--- config.mk ---
export PLATFORM = sky130hd
export DESIGN_NAME = clle_ctrl
export DESIGN_NICKNAME = d
export VERILOG_FILES = /design/src/rtl/clle_pkg.sv /design/src/rtl/clle_ctrl.sv
export SDC_FILE = /design/constraint.sdc
export NUM_CORES = 1
export LEC_CHECK = 0
export BUFFER_PORTS_ARGS = -buffer_cell sky130_fd_sc_hd__buf_2
export CORE_UTILIZATION = 30
export DETAILED_ROUTE_END_ITERATION = 8
export PLACE_DENSITY = 0.56
export SYNTH_ARGS = -nofsm -noshare
export SYNTH_HDL_FRONTEND = slang
export SYNTH_SLANG_ARGS = --single-unit
--- constraint.sdc ---
create_clock -name clk -period 1.8 [get_ports clk]
set_input_delay 0.27 -clock clk [delete_from_list [all_inputs] [get_ports clk]]
set_output_delay 0.27 -clock clk [all_outputs]
set_load 0.01 [all_outputs]
--- src/rtl/clle_pkg.sv ---
package clle_pkg;

  localparam int NODES      = 256;
  localparam int NODE_BITS  = $clog2(NODES);
  localparam int VALUE_BITS = 32;
  localparam int OP_BITS    = 3;
  localparam int POS_BITS   = 8;
  localparam int COUNT_BITS = 8;

  localparam logic [NODE_BITS-1:0] FREE_NODE = '0;
  localparam logic [NODE_BITS-1:0] HEAD_NODE = NODE_BITS'(NODES - 1);

  typedef enum logic [OP_BITS-1:0] {
    OP_INSERT = 3'd0,
    OP_DELETE = 3'd1,
    OP_GET    = 3'd2,
    OP_FIND   = 3'd3,
    OP_LENGTH = 3'd4
  } op_t;

  typedef enum logic [1:0] {
    ST_OK        = 2'd0,
    ST_BAD_POS   = 2'd1,
    ST_FULL      = 2'd2,
    ST_NOT_FOUND = 2'd3
  } status_t;

  typedef struct packed {
    logic [OP_BITS-1:0]           op;
    logic [POS_BITS-1:0]          position;
    logic signed [VALUE_BITS-1:0] value;
  } in_word_t;

  typedef struct packed {
    logic [1:0]                   status;
    logic signed [VALUE_BITS-1:0] read_value;
    logic [POS_BITS-1:0]          found_position;
    logic [COUNT_BITS-1:0]        count;
  } out_word_t;

  typedef enum logic [3:0] {
    S_IDLE,
    S_DECODE,
    S_WALK,
    S_INS_WR1,
    S_INS_WR2,
    S_DEL_WR1,
    S_DEL_WR2,
    S_GET_DONE,
    S_FIND_FIRST,
    S_FIND
  } state_t;

  typedef enum logic [1:0] {
    RD_HEAD,
    RD_LINK,
    RD_FREE
  } rd_sel_t;

  typedef enum logic [1:0] {
    WA_FREE,
    WA_CUR,
    WA_T
  } wa_sel_t;

  typedef enum logic [1:0] {
    WD_T,
    WD_LINK,
    WD_FREE
  } wd_sel_t;

  typedef struct packed {
    logic    req_load;
    rd_sel_t rd_sel;
    logic    lk_we;
    wa_sel_t wa_sel;
    wd_sel_t wd_sel;
    logic    val_we;
    logic    cur_head;
    logic    cur_link;
    logic    t_link;
    logic    free_t;
    logic    cnt_pos;
    logic    cnt_one;
    logic    cnt_inc;
    logic    cnt_dec;
    logic    count_inc;
    logic    count_dec;
    logic    done;
    status_t res_status;
    logic    sel_read;
    logic    sel_found;
  } dp_cmd_t;

  typedef struct packed {
    logic [OP_BITS-1:0] op;
    logic               pos_zero;
    logic               pos_gt_count;
    logic               pos_gt_count1;
    logic               free_empty;
    logic               count_zero;
    logic               cnt_zero;
    logic               cnt_eq_count;
    logic               value_match;
  } dp_stat_t;

endpackage

--- src/rtl/clle_ctrl.sv ---
module clle_ctrl (
  input  logic               clk,
  input  logic               rst_n,
  input  logic               start,
  input  clle_pkg::dp_stat_t stat,
  output clle_pkg::dp_cmd_t  cmd,
  output logic               busy
);
  import clle_pkg::*;

  state_t state_r, state_nxt;

  always_ff @(posedge clk) begin
    if (!rst_n) begin
      state_r <= S_IDLE;
    end else begin
      state_r <= state_nxt;
    end
  end

  always_comb begin
    state_nxt = state_r;
    unique case (state_r)
      S_IDLE: begin
        if (start) state_nxt = S_DECODE;
      end
      S_DECODE: begin
        unique case (stat.op)
          OP_INSERT: begin
            if (stat.pos_zero || stat.pos_gt_count1 || stat.free_empty) state_nxt = S_IDLE;
            else state_nxt = S_WALK;
          end
          OP_DELETE, OP_GET: begin
            if (stat.pos_zero || stat.pos_gt_count) state_nxt = S_IDLE;
            else state_nxt = S_WALK;
          end
          OP_FIND: begin
            if (stat.count_zero) state_nxt = S_IDLE;
            else state_nxt = S_FIND_FIRST;
          end
          default: state_nxt = S_IDLE;
        endcase
      end
      S_WALK: begin
        if (stat.cnt_zero) begin
          unique case (stat.op)
            OP_INSERT: state_nxt = S_INS_WR1;
            OP_DELETE: state_nxt = S_DEL_WR1;
            default:   state_nxt = S_GET_DONE;
          endcase
        end
      end
      S_INS_WR1:    state_nxt = S_INS_WR2;
      S_DEL_WR1:    state_nxt = S_DEL_WR2;
      S_INS_WR2, S_DEL_WR2, S_GET_DONE: state_nxt = S_IDLE;
      S_FIND_FIRST: state_nxt = S_FIND;
      S_FIND: begin
        if (stat.value_match || stat.cnt_eq_count) state_nxt = S_IDLE;
      end
      default: state_nxt = S_IDLE;
    endcase
  end

  always_comb begin
    cmd        = '0;
    cmd.rd_sel = RD_LINK;
    cmd.wa_sel = WA_FREE;
    cmd.wd_sel = WD_T;
    cmd.res_status = ST_OK;
    unique case (state_r)
      S_IDLE: begin
        cmd.req_load = start;
      end
      S_DECODE: begin
        unique case (stat.op)
          OP_INSERT: begin
            priority if (stat.pos_zero || stat.pos_gt_count1) begin
              cmd.done       = 1'b1;
              cmd.res_status = ST_BAD_POS;
            end else if (stat.free_empty) begin
              cmd.done       = 1'b1;
              cmd.res_status = ST_FULL;
            end else begin
              cmd.rd_sel   = RD_HEAD;
              cmd.cur_head = 1'b1;
              cmd.cnt_pos  = 1'b1;
            end
          end
          OP_DELETE, OP_GET: begin
            if (stat.pos_zero || stat.pos_gt_count) begin
              cmd.done       = 1'b1;
              cmd.res_status = ST_BAD_POS;
            end else begin
              cmd.rd_sel   = RD_HEAD;
              cmd.cur_head = 1'b1;
              cmd.cnt_pos  = 1'b1;
            end
          end
          OP_FIND: begin
            if (stat.count_zero) begin
              cmd.done       = 1'b1;
              cmd.res_status = ST_NOT_FOUND;
            end else begin
              cmd.rd_sel  = RD_HEAD;
              cmd.cnt_one = 1'b1;
            end
          end
          default: begin
            cmd.done = 1'b1;
          end
        endcase
      end
      S_WALK: begin
        // cur is the predecessor once the count runs out; link data is its successor
        if (stat.cnt_zero) begin
          unique case (stat.op)
            OP_INSERT: begin
              cmd.t_link = 1'b1;
              cmd.rd_sel = RD_FREE;
            end
            OP_DELETE: begin
              cmd.t_link = 1'b1;
              cmd.rd_sel = RD_LINK;
            end
            default: begin
              cmd.rd_sel = RD_LINK;
            end
          endcase
        end else begin
          cmd.cur_link = 1'b1;
          cmd.rd_sel   = RD_LINK;
          cmd.cnt_dec  = 1'b1;
        end
      end
      S_INS_WR1: begin
        // splice the new node ahead of the old successor, keep the next free node
        cmd.lk_we  = 1'b1;
        cmd.wa_sel = WA_FREE;
        cmd.wd_sel = WD_T;
        cmd.val_we = 1'b1;
        cmd.t_link = 1'b1;
      end
      S_INS_WR2: begin
        cmd.lk_we     = 1'b1;
        cmd.wa_sel    = WA_CUR;
        cmd.wd_sel    = WD_FREE;
        cmd.free_t    = 1'b1;
        cmd.count_inc = 1'b1;
        cmd.done      = 1'b1;
      end
      S_DEL_WR1: begin
        // bypass the removed node
        cmd.lk_we  = 1'b1;
        cmd.wa_sel = WA_CUR;
        cmd.wd_sel = WD_LINK;
      end
      S_DEL_WR2: begin
        cmd.lk_we     = 1'b1;
        cmd.wa_sel    = WA_T;
        cmd.wd_sel    = WD_FREE;
        cmd.free_t    = 1'b1;
        cmd.count_dec = 1'b1;
        cmd.done      = 1'b1;
      end
      S_GET_DONE: begin
        cmd.done     = 1'b1;
        cmd.sel_read = 1'b1;
      end
      S_FIND_FIRST: begin
        cmd.rd_sel = RD_LINK;
      end
      S_FIND: begin
        priority if (stat.value_match) begin
          cmd.done      = 1'b1;
          cmd.sel_found = 1'b1;
        end else if (stat.cnt_eq_count) begin
          cmd.done       = 1'b1;
          cmd.res_status = ST_NOT_FOUND;
        end else begin
          cmd.rd_sel  = RD_LINK;
          cmd.cnt_inc = 1'b1;
        end
      end
      default: begin
        cmd.done = 1'b0;
      end
    endcase
  end

  assign busy = (state_r != S_IDLE);

endmodule

# Word level (Yosys, flattened, before mapping)
# Index checks and enable logic that the tools add are counted.
[word_totals] regBits=4 output_inout_bits=25
[classes] n_eq_ne=15 mux=53 reduce_logical=12
[ops] op="$pmux W4 S7" n=1
[ops] op="$mux W1" n=25
[ops] op="$pmux W5 S4" n=1
[ops] op="$eq A4 B3 Y1 const B" n=4
[ops] op="$mux W4" n=4
[ops] op="$mux W3" n=5
[ops] op="$mux W2" n=7
[ops] op="$pmux W2 S3" n=2
[ops] op="$pmux W4 S3" n=1
[ops] op="$eq A4 B2 Y1 const B" n=2
[ops] op="$eq A4 B4 Y1 const B" n=2
[ops] op="$pmux W2 S2" n=2
[ops] op="$eq A3 B2 Y1 const B" n=2
[ops] op="$ne A2 B2 Y1 const B" n=3
[ops] op="$pmux W1 S3" n=2
[ops] op="$pmux W3 S2" n=1
[ops] op="$reduce_or A2 Y1" n=3
[ops] op="$eq A4 B1 Y1 const B" n=1
[ops] op="$logic_not A4 Y1" n=1
[ops] op="$logic_or A1 B1 Y1" n=4
[ops] op="$pmux W1 S2" n=2
[ops] op="$reduce_bool A4 Y1" n=1
[ops] op="$eq A3 B1 Y1 const B" n=1
[ops] op="$logic_not A3 Y1" n=1
[ops] op="2 further kinds" n=2

# Logic depth before layout (Yosys ltp)
# Gate-level depths: netlist of the first run.
[logic_depth] ltp_word=5 depth_mapped=5 ltp_nobuf=4

# Worst setup path after synthesis of the first run
# Ideal clock, no wire load.
[synth_path] path_type="flip-flop to output port" start="reg state_r[0]" end="out cmd[14] (netlist name)" arrival_time_ns=1.173 slack_ns=0.357 stages_incl_launch_ff=6 n_path_buf=2 path_cell_list="dfxtp_1 -> buf_6 -> nor2b_4 -> nand3b_4 -> nor3_2 -> buf_4"
[synth_rtl] element="start, declared" line="clle_ctrl.sv:11" rtl="state_t state_r, state_nxt;"
[synth_rtl] element="start signal, assigned" line="clle_ctrl.sv:17" rtl="state_r <= state_nxt;"
[synth_rtl] element="end, declared" line="clle_ctrl.sv:6" rtl="output clle_pkg::dp_cmd_t cmd,"

==> results of run 1 <==
-- metal layers --
layer  share of wire, %  wire length, µm
met2                 46              743
met4               0.37                6
met5                  0                0
met3                6.0               97
met1                 48              781
-- critical path, stage by stage (launching register included) --
cell and delay (ns):
sky130_fd_sc_hd__dfxtp_1 0.35, sky130_fd_sc_hd__nor2_4 0.21, sky130_fd_sc_hd__and3_1 0.23, sky130_fd_sc_hd__nor3b_1 0.19, sky130_fd_sc_hd__buf_2 0.16
-- kinds of logic (layout without fill, tap and decap cells) --
| logic type | count (synthesis) | count (layout) | share of synthesized area (%) |
|---|---|---|---|
| muxes | 1 | 1 | 1.58 |
| buffers and inverters | 10 | 45 | 10.9 |
| and+or+nand+nor | 49 | 49 | 50.1 |
| DFF | 4 | 4 | 12.7 |
| xor gates and xnor gates | 1 | 1 | 1.39 |
| AOI/OAI and AO/OA | 23 | 23 | 23.4 |
-- stage by stage --
stage          instances  utilization, %
2_1_floorplan         88               -
3_3_place_gp         147            41.5
6_report             150            42.9
4_1_cts              150            42.6
5_1_grt              150            42.9
3_5_place_dp         147            41.5
-- cell usage in the layout, fill, tap and decap left out --
master	instances
sky130_fd_sc_hd__buf_2	38
sky130_fd_sc_hd__o21ai_0	9
sky130_fd_sc_hd__nor2_1	8
sky130_fd_sc_hd__nand2_1	7
sky130_fd_sc_hd__and3_1	5
sky130_fd_sc_hd__nand3b_1	4
sky130_fd_sc_hd__nor2b_1	4
sky130_fd_sc_hd__and2_1	3
sky130_fd_sc_hd__nor3_1	3
sky130_fd_sc_hd__a21oi_1	3
sky130_fd_sc_hd__clkbuf_4	3
sky130_fd_sc_hd__buf_4	3
sky130_fd_sc_hd__dfxtp_1	3
sky130_fd_sc_hd__nor2_4	2
sky130_fd_sc_hd__nor3b_1	2
sky130_fd_sc_hd__nor3_2	2
sky130_fd_sc_hd__o31ai_1	2
sky130_fd_sc_hd__nor2b_4	1
sky130_fd_sc_hd__inv_1	1
sky130_fd_sc_hd__and2b_1	1
sky130_fd_sc_hd__xor2_1	1
sky130_fd_sc_hd__and3b_1	1
sky130_fd_sc_hd__nand3b_4	1
sky130_fd_sc_hd__nand4_1	1
sky130_fd_sc_hd__o21ai_1	1
sky130_fd_sc_hd__nor4_1	1
sky130_fd_sc_hd__a32oi_1	1
sky130_fd_sc_hd__nand2b_1	1
sky130_fd_sc_hd__o211ai_1	1
sky130_fd_sc_hd__mux2i_1	1
sky130_fd_sc_hd__a2bb2oi_1	1
sky130_fd_sc_hd__o311a_1	1
sky130_fd_sc_hd__a31oi_1	1
sky130_fd_sc_hd__o31a_1	1
sky130_fd_sc_hd__nand2_2	1
sky130_fd_sc_hd__o32a_1	1
sky130_fd_sc_hd__nor3b_2	1
sky130_fd_sc_hd__o21a_1	1
sky130_fd_sc_hd__dfxtp_2	1
-- timing repair --
item,4_1_cts,5_1_grt
endpoints found under the hold margin,0,0
buffers inserted,0,0
hold buffers,0,0
setup endpoints to repair,0,4
gates resized for setup,0,2
-- worst max path at each step --
stage / from / end / slack (ns)
after floorplan: state_r[0] / cmd[14] / 0.36
after global placement: stat[8] / cmd[4] / 0.31
after detailed placement: stat[8] / cmd[4] / 0.30
after CTS: state_r[3] / cmd[21] / 0.08
after global routing: state_r[2] / cmd[8] / 0.02
final: state_r[1] / cmd[8] / 0.15
-- cell type report --
class / instances / area, µm² / area share, %
tap: 27 / 33.8 / 4.01
clock buffer: 3 / 22.5 / 2.67
multi-input combinational: 74 / 488 / 57.9
inverter: 1 / 3.75 / 0.446
timing repair buffer: 41 / 213 / 25.3
sequential: 4 / 81.3 / 9.66
-- power by group through the flow --
stage	clock, mW	combinational (mW)	sequential [mW]
after floorplan	0	0.0659	0.0947
after global placement	0	0.104	0.0953
after detailed placement	0	0.104	0.0954
after CTS	0.118	0.105	0.0940
after global routing	0.132	0.117	0.0942
final	0.116	0.105	0.0941
==> results.toml, run 1 <==
[synth]
syn_inst = 88
synth-edff-count = 0
ys.warnings.count = 0
yosysMostFrequentCell = "sky130_fd_sc_hd__o21ai_0"
synth_top_area_share_pct = 12.7
synth_top_area_cell = "sky130_fd_sc_hd__dfxtp_1"
share_of_flip_flops_with_an_asynchronous_set_or_reset_pct = 0
synthesis.area_per_instance_um2 = 7.18
synth.net_count = 102
ys_top_cells_by_area = "sky130_fd_sc_hd__dfxtp_1 (13%), sky130_fd_sc_hd__o21ai_0 (7.1%), sky130_fd_sc_hd__and3_1 (5.0%)"
synth.lib_cells_used.distinct = 39
yosys_register_bits = 4
synth.cells.most_frequent = "sky130_fd_sc_hd__o21ai_0 (9), sky130_fd_sc_hd__nor2_1 (8), sky130_fd_sc_hd__nand2_1 (7), sky130_fd_sc_hd__and3_1 (5)"
synth.cell_area_um2 = 632
synth_sequential_area_ratio_pct = 12.7
synth_flop_cell = "sky130_fd_sc_hd__dfxtp_1"

[hold_path]
hold-path-endpoint = "state_r[3]"
hold_path_startpoint = "rst_n"
worst_hold_path.num_cells = 2
class_of_the_most_critical_hold_timing_path = "input port to register"

[global_routing]
grt_first_pass_wirelength_um = 2360
global_route.usage.met2_pct = 21.9
groute.layer.met3.usage_pct = 2.26
vias_in_the_first_global_route = 557
grt_start_max_net_pins = 14
gr-total-overflow = 0
overall_global_routing_resource_usage_pct = 14.8
antenna_found_initial = 0
grt_most_used_layer = "met2"
use_met1_pct = 19.7

[worst_setup_path]
timing.setup.critical_path_class = "register to output port"
worst_setup_path_end_kind = "output port"
rr_startpoint = "state_r[1]"
worstPathArrival_ns = 1.38
required_ns = 1.53
worst_r2r_path_depth = 5
worstSetupStartpointType = "register"
cp_max_fo = 7
reg2reg_slack_ns = 0.47
r2r_end = "state_r[2]"

[place]
pre_cts_ws_ns = 0.302
hpwl_um = 1310
portbufs = 38
post_dp_cell_area_um2 = 813
finalWeightedCongestion = 0.708

[cells_and_area]
largest_reg_flops = 4
proportion_of_layout_cells_with_a_drive_suffix_above_1_pct = 43.1
fin_nets = 139
area_delta_synth_final_pct = 33.3
final_cell_area_um2 = 842
max_flop_register = "state_r"
diodes = 0
n_fill_cell = 234
largest_registers = "state_r x4"

[routing]
vias = 743
totalWireLength_um = 1630
detailedRoute.firstPassIterationCount = 4
antenna_left = 0
routed_wire_length_per_instance_um = 10.9
post-route-drc-count = 0
viasPerCell = 4.95
first_iter_violations = 15

[timing]
unrepaired_setup_endpoints_after_global_routing = "false"
timing_max_transition_violations_final = 0
hold-worst-slack_ns = 0.290
slew_headroom_pct = 83.0
final_period_minus_worst_setup_slack_ns = 1.65
timing.final.ws_setup_ns = 0.148
post-route-period-util_pct = 91.8
final-hold-violation-count = 0
fmax_mhz = 605
setup_viol_count_final = 0
finalSetupTns_ns = 0
worst_pin_slew_ns = 0.253
clock_skew_ns = 0.00434

[flow_run]
maxCapViolations = 0

[power_and_ir_drop]
power.clock.fraction_pct = 36.7
internal_power_mw = 0.213
combPwrFrac_pct = 33.4
total_switching_power_mw = 0.102
cellLeakagePower_nw = 0.446
power_per_cell_area_nw_per_um2 = 374
seq_power_share_pct = 29.9
total_power_consumption_mw = 0.315
switching_share_pct = 32.5
worst_ir_drop_vdd_mv = 0.263

[floorplan]
design.core.area_um2 = 1960
fp.dieW_um = 47.9
die_area_um2 = 2290
core.rowCount = 16
chipHeight_um = 47.9
top_level_pins = 39
initial_standard_cell_utilization_of_the_core_pct = 32.2

[clock_tree]
cts_inserted_buffers = 3
clock-root-buffer = "sky130_fd_sc_hd__clkbuf_4"
htree_num_levels = 1
clk-insertion-delay-late_ns = 0.24
clk_pin_slew_ns = 0.04
cts.sinks = 4
cts_tree = "done"
cts_max_path_buffers = 2

[run_status]
outcome = "completed"
No activity file was read; power rests on OpenSTA's default activity.
==> run 2: changes to the inputs <==
--- a/config.mk
+++ b/config.mk
@@ -6,6 +6,7 @@
 export NUM_CORES = 1
 export LEC_CHECK = 0
 export BUFFER_PORTS_ARGS = -buffer_cell sky130_fd_sc_hd__buf_2
+export CORE_ASPECT_RATIO = 0.75
 export CORE_UTILIZATION = 30
 export DETAILED_ROUTE_END_ITERATION = 8
 export PLACE_DENSITY = 0.56
==> results.toml, run 2 (synthesis gave the netlist of run 1 again) <==
[floorplan]
core.rowCount = 13
top_level_pins = 39
chipHeight_um = 41.7
initial_standard_cell_utilization_of_the_core_pct = 34.1
design.core.area_um2 = 1850
fp.dieW_um = 55.0
die_area_um2 = 2300

[timing]
final-hold-violation-count = 0
timing_max_transition_violations_final = 0
final_period_minus_worst_setup_slack_ns = 1.66
worst_pin_slew_ns = 0.372
finalSetupTns_ns = 0
slew_headroom_pct = 75.0
setup_viol_count_final = 0
post-route-period-util_pct = 92.0
hold-worst-slack_ns = 0.297
fmax_mhz = 604
clock_skew_ns = 0.00236
unrepaired_setup_endpoints_after_global_routing = "false"

[worst_setup_path]
worst_setup_path_end_kind = "output port"
reg2reg_slack_ns = 0.54
r2r_end = "state_r[2]"
worst_r2r_path_depth = 4
critical_path.max_stage_delay_ns = 0.36
rr_startpoint = "state_r[2]"
worstPathArrival_ns = 1.39
cp_max_fo = 8
critical_path.startpoint = "state_r[2]"
timing.setup.critical_path_class = "register to output port"
cpMaxStageDelayCell = "sky130_fd_sc_hd__dfxtp_2"
dominant_delay_contributor_by_cell_family_on_the_critical_path = "simple AND/OR/NAND/NOR gates"
required_ns = 1.53
worstSetupStartpointType = "register"
path_cells = "nor2_4 > nand3b_4 > nor3_2 > buf_2"
path_buf_inv = 1

[clock_tree]
cts_hold_repair.buffers = 0
clk-insertion-delay-late_ns = 0.23
htree_num_levels = 1
clk_pin_slew_ns = 0.04
cts_tree = "done"
cts_max_path_buffers = 2
cts_inserted_buffers = 3
cts.sinks = 4
clock-root-buffer = "sky130_fd_sc_hd__clkbuf_4"

[cells_and_area]
proportion_of_layout_cells_with_a_drive_suffix_above_1_pct = 46.0
final-instance-count-excl-fill = 146
total_area_of_multi_input_combinational_cells_um2 = 499
final_common_cell = "sky130_fd_sc_hd__buf_2"
largest_registers = "state_r x4"
n_fill_cell = 198
largest_reg_flops = 4
area_delta_synth_final_pct = 35.6
diodes = 0
max_flop_register = "state_r"
commonest_non_fill_non_tap_cells_in_the_layout = "sky130_fd_sc_hd__buf_2 (38), sky130_fd_sc_hd__o21ai_0 (9), sky130_fd_sc_hd__nor2_1 (8)"
fin_nets = 140
regArea_um2 = 83.8

[place]
hpwl_um = 1420
dpl.cell_count = 142
finalWeightedCongestion = 0.855
portbufs = 38

[global_routing]
overall_global_routing_resource_usage_pct = 15.7
gr-total-overflow = 0
vias_in_the_first_global_route = 614
grt_first_pass_wirelength_um = 2750
antenna_found_initial = 0
grt_start_max_net_pins = 14

[run_status]
outcome = "completed"

[hold_path]
class_of_the_most_critical_hold_timing_path = "input port to register"
hold_path_startpoint = "rst_n"
worst_hold_path.num_cells = 2
hold-path-endpoint = "state_r[3]"

[power_and_ir_drop]
total_power_consumption_mw = 0.312
worst_ir_drop_vdd_mv = 0.286
cellLeakagePower_nw = 0.458
power_per_cell_area_nw_per_um2 = 364

[routing]
first_iter_violations = 16
wirelength_met1_um = 905
met2WireLength_um = 820
wl_met3_um = 42
post-route-drc-count = 0
topRoutingLayerUsed = "met3"
detailedRoute.firstPassIterationCount = 4
vias = 740
antenna_left = 0
routed_wire_length_per_instance_um = 12.1
viasPerCell = 5.07
totalWireLength_um = 1770

[flow_run]
maxCapViolations = 0
-- run 2: per-stage QoR --
stage          utilization [%]  area [µm²]  setup slack, ns
6_report                  46.2         857            0.143
5_1_grt                   46.2         857           0.0261
4_1_cts                   44.7         830           0.0512
3_5_place_dp              43.5         807            0.307
3_3_place_gp              43.5         807            0.328
2_1_floorplan                -         632            0.357
-- run 2: how the worst max path moves through the flow --
stage / to / slack, ns / depth (start not counted)
2_1_floorplan: cmd[14] / 0.36 / 5
3_3_place_gp: cmd[4] / 0.33 / 6
3_5_place_dp: cmd[4] / 0.31 / 6
4_1_cts: cmd[8] / 0.05 / 4
5_1_grt: cmd[3] / 0.03 / 5
6_report: cmd[9] / 0.14 / 4
-- run 2: final cells by class --
| cell class | count | area share (%) |
|---|---|---|
| Inverter | 1 | 0.438 |
| Sequential cell | 4 | 9.78 |
| Tap cell | 22 | 3.21 |
| Multi-Input combinational cell | 74 | 58.2 |
| Timing Repair Buffer | 42 | 25.7 |
| Clock buffer | 3 | 2.63 |
-- run 2: timing repair --
action,4_1_cts,5_1_grt
buffers inserted,0,1
resized for setup,0,6
endpoints found under the setup margin,0,9
hold endpoints to repair,0,0
-- run 2: layer usage --
layer,vias up,global-route usage [%]
met1,335,24.2
met4,0,4.50
met5,-,0
li1,393,-
met3,0,0
met2,12,23.4
-- run 2: power by group --
part	internal, mW	switching (mW)	total, mW
clock network	0.0744	0.0343	0.109
registers	0.0918	0.00357	0.0954
logic	0.0469	0.0613	0.108
